`src/sv/phwp_pkg.sv`:
```
package phwp_pkg;

    localparam int BINS       = 256;
    localparam int COUNT_BITS = 24;
    localparam int IDX_BITS   = $clog2(BINS);

    localparam int IN_DATA_BITS  = 8;
    localparam int IN_USER_BITS  = 2;
    localparam int OUT_CNT_BITS  = 24;
    localparam int OUT_DATA_BITS = 2 * OUT_CNT_BITS;
    localparam int OUT_USER_BITS = 1;

    localparam logic [COUNT_BITS-1:0] COUNT_MAX = '1;

    typedef enum logic [IN_USER_BITS-1:0] {
        CMD_ADD   = 2'd0,
        CMD_READ  = 2'd1,
        CMD_CLEAR = 2'd2
    } hist_cmd_t;

    // controller to datapath
    typedef struct packed {
        logic load;
        logic update;
        logic push;
    } ctl_cmd_t;

    // datapath to controller
    typedef struct packed {
        logic out_free;
    } dp_stat_t;

endpackage

```
`src/sv/phwp_ctrl.sv`:
```
module phwp_ctrl (
    input  logic               clk,
    input  logic               rst_n,
    input  logic               s_tvalid,
    output logic               s_tready,
    input  phwp_pkg::dp_stat_t stat,
    output phwp_pkg::ctl_cmd_t cmd
);
    import phwp_pkg::*;

    typedef enum logic [2:0] {
        S_IDLE = 3'b001,
        S_UPD  = 3'b010,
        S_PUSH = 3'b100
    } state_t;

    state_t state_reg;
    state_t state_next;

    always_ff @(posedge clk or negedge rst_n)
    begin
        if (!rst_n)
        begin
            state_reg <= S_IDLE;
        end
        else
        begin
            state_reg <= state_next;
        end
    end

    always_comb
    begin
        state_next = state_reg;
        cmd        = '0;
        s_tready   = 1'b0;
        unique case (state_reg)
            S_IDLE:
            begin
                s_tready = 1'b1;
                if (s_tvalid)
                begin
                    cmd.load   = 1'b1;
                    state_next = S_UPD;
                end
            end
            S_UPD:
            begin
                cmd.update = 1'b1;
                state_next = S_PUSH;
            end
            S_PUSH:
            begin
                // hold the result until the output register frees up
                if (stat.out_free)
                begin
                    cmd.push   = 1'b1;
                    state_next = S_IDLE;
                end
            end
            default:
            begin
                state_next = S_IDLE;
            end
        endcase
    end

endmodule

```
`config.mk`:
```
export PLATFORM = sky130hd
export DESIGN_NAME = phwp_ctrl
export DESIGN_NICKNAME = d
export VERILOG_FILES = /design/src/sv/phwp_pkg.sv /design/src/sv/phwp_ctrl.sv
export SDC_FILE = /design/constraint.sdc
export NUM_CORES = 1
export LEC_CHECK = 0
export BUFFER_PORTS_ARGS = -buffer_cell sky130_fd_sc_hd__buf_2
export CAP_MARGIN = 20
export CORE_AREA = 2 2 39 41
export CTS_CLUSTER_SIZE = 24
export DETAILED_ROUTE_END_ITERATION = 8
export DIE_AREA = 0 0 41 43
export MAX_ROUTING_LAYER = met4
export PLACE_DENSITY = 0.3
export SLEW_MARGIN = 30
export SYNTH_ARGS = -nofsm -noshare
export SYNTH_HDL_FRONTEND = slang
export SYNTH_SLANG_ARGS = --single-unit
```
`constraint.sdc`:
```
create_clock -name clk -period 1.1 [get_ports clk]
set_input_delay 0.11 -clock clk [delete_from_list [all_inputs] [get_ports clk]]
set_output_delay 0.11 -clock clk [all_outputs]
set_load 0.01 [all_outputs]
```
==> results.yml, run 1 <==
run_status:
  status: "finished, violations left"
  failed_checks: "setup timing"
logic_synthesis:
  yosys_warnings: 0
  yosysSeqAreaShare_pct: 47.3
  synth_top_cell_by_area: "dfrtp_1"
  synthMuxAreaShare_pct: 0
  synth_top_family_by_area: "simple AND/OR/NAND/NOR gates"
  synth_area_leaders: "dfrtp_1 (31%), and4bb_2 (23%), dfstp_2 (16%)"
  synthAdderAreaFrac_pct: 0
  synth_top_cell_area_share_pct: 31.0
  netlist_area_um2: 161
  synth_compound_area_share_pct: 0
  synthesis.nets: 16
  ys_seq_elements: 3
  synth_cell_type_count: 9
  synthSimpleGateAreaFrac_pct: 48.1
  netlist_instances: 12
  syn_avg_cell_area_um2: 13.5
  synth_xor_area_share_pct: 0
setup_path:
  crit_required_ns: 0.99
  worstSetupStartpointType: "flop"
  r2r_start: "state_reg[0]$_DFFE_PN1P_"
  worstSetupPathType: "flop to output pin"
  r2r_setup_slack_ns: -0.09
  rr_worst_depth: 4
  arrival_ns: 1.15
  r2r_end: "state_reg[2]$_DFFE_PN0P_"
  endpoint_kind: "output pin"
  path_max_fanout: 5
sta:
  fin_crit_ns: 1.26
  rsz0062_at_grt: "true"
  tightest_slew_ns: 0.347
  skew_ns: 0.000845
  fmax_mhz: 797
  drv_slew: 0
  layout_setup_ws_ns: -0.155
  period_share_pct: 114
  setup_violations: 6
  fin_hold_ws_ns: 0.195
  hold_viol: 0
  slew_headroom_pct: 76.5
finish:
  multi_input_area_um2: 88.8
  final_core_util_pct: 20.5
  fillers: 148
  n_antenna_cell: 0
  layout_commonest_cell: "buf_2"
  final_layout_size_suffix_gt1_share_pct: 72.0
  ff_latch_area_um2: 76.3
  syn_to_final_growth_pct: 76.0
  fin_cells: 41
  largest_reg_flops: 3
  fin_nets: 30
  final_cell_mix: "buf_2 (5), and4bb_2 (3), clkbuf_4 (3)"
clocking:
  cts.path.max_buffers: 2
  clkTransAtPathRegs_ns: 0.04
  cts.sinks: 3
  numCtsBuffers: 3
  h-tree-depth: 1
  clock_latency_ns: 0.23
  root_buffer: "clkbuf_4"
  cts_tree: "built"
floorplan:
  die-area_um2: 1760
  rows: 14
  die_x_um: 41
  coreArea_um2: 1380
  initial_core_util_pct: 11.7
  die_y_um: 43
  io_pins: 8
hold_path:
  hp-class: "input pin to asynchronous set/reset pin"
route:
  drt-initial-drc-count: 0
  wl_um: 367
  vias_per_cell: 3.71
  vias: 152
  postRouteAntennaNets: 0
  drt-wirelength-per-cell_um: 8.95
  first_pass_iters: 1
  drc: 0
placed_design:
  placedCellCount: 34
  hpwlAfterDp_um: 260
  place.gp.congestion: 0.533
  portBuffers: 7
power_and_ir_drop:
  power_density_nw_per_um2: 2410
  leakage_uw: 0.000125
  vdd.ir_drop.worst_uv: 760
global_routing:
  grt-ovfl-total: 0
  track_usage_pct: 6.08
  grt_pass1_wl_um: 614
  grt_pass1_vias: 155
  grt_max_degree: 7
  antenna_found_initial: 0
flow_run:
  maxCapViolCount: 0
-- report_power, final --
group | switching (µW) | total (µW) | internal (µW) | leakage (µW)
combinational | 100 | 273 | 173 | 0.0000732
clock | 56.1 | 192 | 136 | 0.0000150
sequential | 55.5 | 218 | 163 | 0.0000371
total | 212 | 684 | 472 | 0.000125
-- final cells by class --
class	instances	area share, %
multi-input cells	8	31.3
well taps	16	7.05
clock buffers	4	9.25
repair buffers	10	25.6
flip-flops and latches	3	26.9
-- metrics by stage --
stage | worst slack [ns] | TNS [ns] | area [µm²] | total power [µW]
floorplan | 0.124 | 0 | 161 | 338
global placement | 0.0615 | 0 | 209 | 407
detailed placement | 0.0703 | 0 | 209 | 404
CTS | -0.157 | -0.582 | 265 | 654
global route | -0.202 | -0.977 | 284 | 743
finish | -0.155 | -0.637 | 284 | 684
-- worst max-delay path: stages (launching register included) --
cell      delay, ns
dfstp_2        0.55
and4bb_2       0.25
buf_6          0.12
-- Yosys cell counts, drive strengths merged --
cell type and instances:
and4bb 3, buf 1, dfrtp 2, dfstp 1, nor3 1, nor3b 2, nor4b 1, or2 1
-- logic make-up (layout without fill, tap and decap cells) --
group / after synthesis / count (layout)
flip-flops: 3 / 3
buffers and inverters: 1 / 14
AND/OR/NAND/NOR: 8 / 8
-- worst max path at each step --
stage	end	slack, ns	startpoint
after floorplan	s_tready	0.12	state_reg[0]$_DFFE_PN1P_
after global placement	cmd[2]	0.06	state_reg[0]$_DFFE_PN1P_
after detailed placement	cmd[2]	0.07	state_reg[0]$_DFFE_PN1P_
after CTS	cmd[2]	-0.16	state_reg[0]$_DFFE_PN1P_
after global routing	cmd[2]	-0.20	state_reg[0]$_DFFE_PN1P_
final	cmd[0]	-0.16	state_reg[0]$_DFFE_PN1P_
-- metal layers --
layer,up-vias,track usage [%],routed length (µm)
met3,2,3.14,37
met5,-,-,0
met1,69,6.80,171
li1,72,-,-
met2,9,6.25,144
met4,0,8.00,15
-- repair_timing --
item | in CTS | in global routing
resized for setup | 2 | 2
endpoints found under the setup margin | 4 | 6
hold buffers | 1 | 0
setup buffers | 1 | 1
endpoints found under the hold margin | 3 | 0
pin swaps | 1 | 2
Power figures use the tool's default switching activity.
==> inputs of run 2 (changes only) <==
--- a/config.mk
+++ b/config.mk
@@ -11,6 +11,7 @@
 export CTS_CLUSTER_SIZE = 24
 export DETAILED_ROUTE_END_ITERATION = 8
 export DIE_AREA = 0 0 41 43
+export GPL_TIMING_DRIVEN = 0
 export MAX_ROUTING_LAYER = met4
 export PLACE_DENSITY = 0.3
 export SLEW_MARGIN = 30
==> run 2 against run 1 <==
  * The flow still finishes with violations (setup timing)
  * Setup slack better by 0.0088 ns
  * Wire length up 26%
  * Total power shrank 0.50%
  * Via count up 4.6%
  * Hold slack worse by 0.0049 ns
  * First-iteration DRC count increased by 2
  * Combinational power shrank 4%
  * Die area unchanged
  * Sequential cell count is the same
  * Critical path depth unchanged
  * Sequential share of layout area rose by 0.61 points
  * Largest power group unchanged
  * Highest routed layer unchanged
==> results.yml, run 2 (synthesis results as in run 1) <==
floorplan:
  rows: 14
  coreArea_um2: 1380
  initial_core_util_pct: 11.7
  io_pins: 8
  die-area_um2: 1760
  die_x_um: 41
  die_y_um: 43
sta:
  drv_slew: 0
  fin_hold_ws_ns: 0.190
  hold_viol: 0
  fin_crit_ns: 1.25
  tightest_slew_ns: 0.325
  skew_ns: 0.00435
  period_share_pct: 113
  slew_headroom_pct: 78.0
  fmax_mhz: 802
  layout_setup_ws_ns: -0.146
  rsz0062_at_grt: "true"
  setup_violations: 6
clocking:
  h-tree-depth: 1
  clkTransAtPathRegs_ns: 0.04
  clock_latency_ns: 0.24
  cts_tree: "built"
  numCtsBuffers: 3
  root_buffer: "clkbuf_4"
  cts.sinks: 3
  cts.path.max_buffers: 2
route:
  drt-wirelength-per-cell_um: 11.3
  postRouteAntennaNets: 0
  first_pass_iters: 2
  drc: 0
  vias_per_cell: 3.88
  drt-initial-drc-count: 2
  wl_um: 463
  vias: 159
finish:
  layout_commonest_cell: "buf_2"
  n_antenna_cell: 0
  multi_input_area_um2: 82.6
  final_layout_size_suffix_gt1_share_pct: 72.0
  final_cell_mix: "buf_2 (5), and4bb_2 (3), clkbuf_4 (3)"
  fin_cells: 41
  largest_reg_flops: 3
  fin_nets: 30
  fillers: 160
  syn_to_final_growth_pct: 72.1
  ff_latch_area_um2: 76.3
  final_cell_area_um2: 278
setup_path:
  r2r_setup_slack_ns: -0.09
  worstSetupStartpointType: "flop"
  worstSetupPathType: "flop to output pin"
  endpoint_kind: "output pin"
  crit_required_ns: 0.99
  path_max_fanout: 5
  arrival_ns: 1.14
  r2r_start: "state_reg[0]$_DFFE_PN1P_"
  rr_worst_depth: 4
  r2r_end: "state_reg[2]$_DFFE_PN0P_"
global_routing:
  grt_max_degree: 7
  grt_pass1_wl_um: 655
  grt_pass1_vias: 159
  grt-ovfl-total: 0
  track_usage_pct: 6.60
  antenna_found_initial: 0
placed_design:
  placedCellCount: 35
  place_ws_ns: 0.0685
  hpwlAfterDp_um: 279
  place.gp.congestion: 0.619
  portBuffers: 7
  placed_area_um2: 216
power_and_ir_drop:
  power_density_nw_per_um2: 2450
  leakage_uw: 0.000125
  vdd.ir_drop.worst_uv: 672
  clockPowerShare_pct: 29.0
  comb_power_share_pct: 38.6
  switching_share_pct: 32.0
  power_uw: 680
  p_seq_share_pct: 32.4
  power.internal_uw: 463
  power_switching_uw: 218
hold_path:
  hp-class: "input pin to asynchronous set/reset pin"
flow_run:
  maxCapViolCount: 0
run_status:
  failed_checks: "setup timing"
  status: "finished, violations left"
==> run 2: cell counts in the layout (fill, tap and decap cells not counted) <==
Identical to the previous run, type by type.
==> run 2: cell type report <==
cell class	count	share of cell area [%]
well taps	16	7.21
flip-flops and latches	3	27.5
repair buffers	10	26.1
multi-input cells	8	29.7
clock buffers	4	9.46
==> run 2: repair_timing <==
item	CTS	global route
setup buffers	2	0
gates cloned	0	0
resized for setup	2	1
hold buffers	1	0
hold endpoints to repair	3	0
pin swaps	2	0
endpoints found under the setup margin	4	6
==> run 2: power by group through the flow <==
| stage | combinational [µW] | clock [µW] | sequential, µW |
|---|---|---|---|
| 2_1_floorplan | 136 | 0 | 202 |
| 3_3_place_gp | 201 | 0 | 215 |
| 3_5_place_dp | 201 | 0 | 217 |
| 4_1_cts | 254 | 209 | 208 |
| 5_1_grt | 281 | 226 | 228 |
| 6_report | 263 | 197 | 220 |
==> run 2: worst max-delay path by stage <==
stage | from | endpoint | slack (ns)
3_5_place_dp | state_reg[0]$_DFFE_PN1P_ | cmd[2] | 0.07
3_3_place_gp | state_reg[0]$_DFFE_PN1P_ | cmd[2] | 0.07
5_1_grt | state_reg[0]$_DFFE_PN1P_ | cmd[2] | -0.20
2_1_floorplan | state_reg[0]$_DFFE_PN1P_ | s_tready | 0.12
6_report | state_reg[0]$_DFFE_PN1P_ | cmd[0] | -0.15
4_1_cts | state_reg[0]$_DFFE_PN1P_ | cmd[2] | -0.15
==> run 2: worst max-delay path, cell delays in order, from the launching register on <==
cell and delay (ns):
dfstp_2 0.55, and4bb_2 0.24, buf_6 0.12
==> run 2: routing by layer <==
metal | share of wire (%) | track usage, %
met3 | 11 | 4.71
met4 | 3.2 | 8.00
met2 | 43 | 7.19
met1 | 43 | 6.47
met5 | 0 | -
==> run 2: stage by stage <==
step	setup TNS [ns]	utilization [%]
2_1_floorplan	0	-
3_3_place_gp	0	15.6
3_5_place_dp	0	15.6
4_1_cts	-0.640	19.7
5_1_grt	-0.968	20.1
6_report	-0.652	20.1
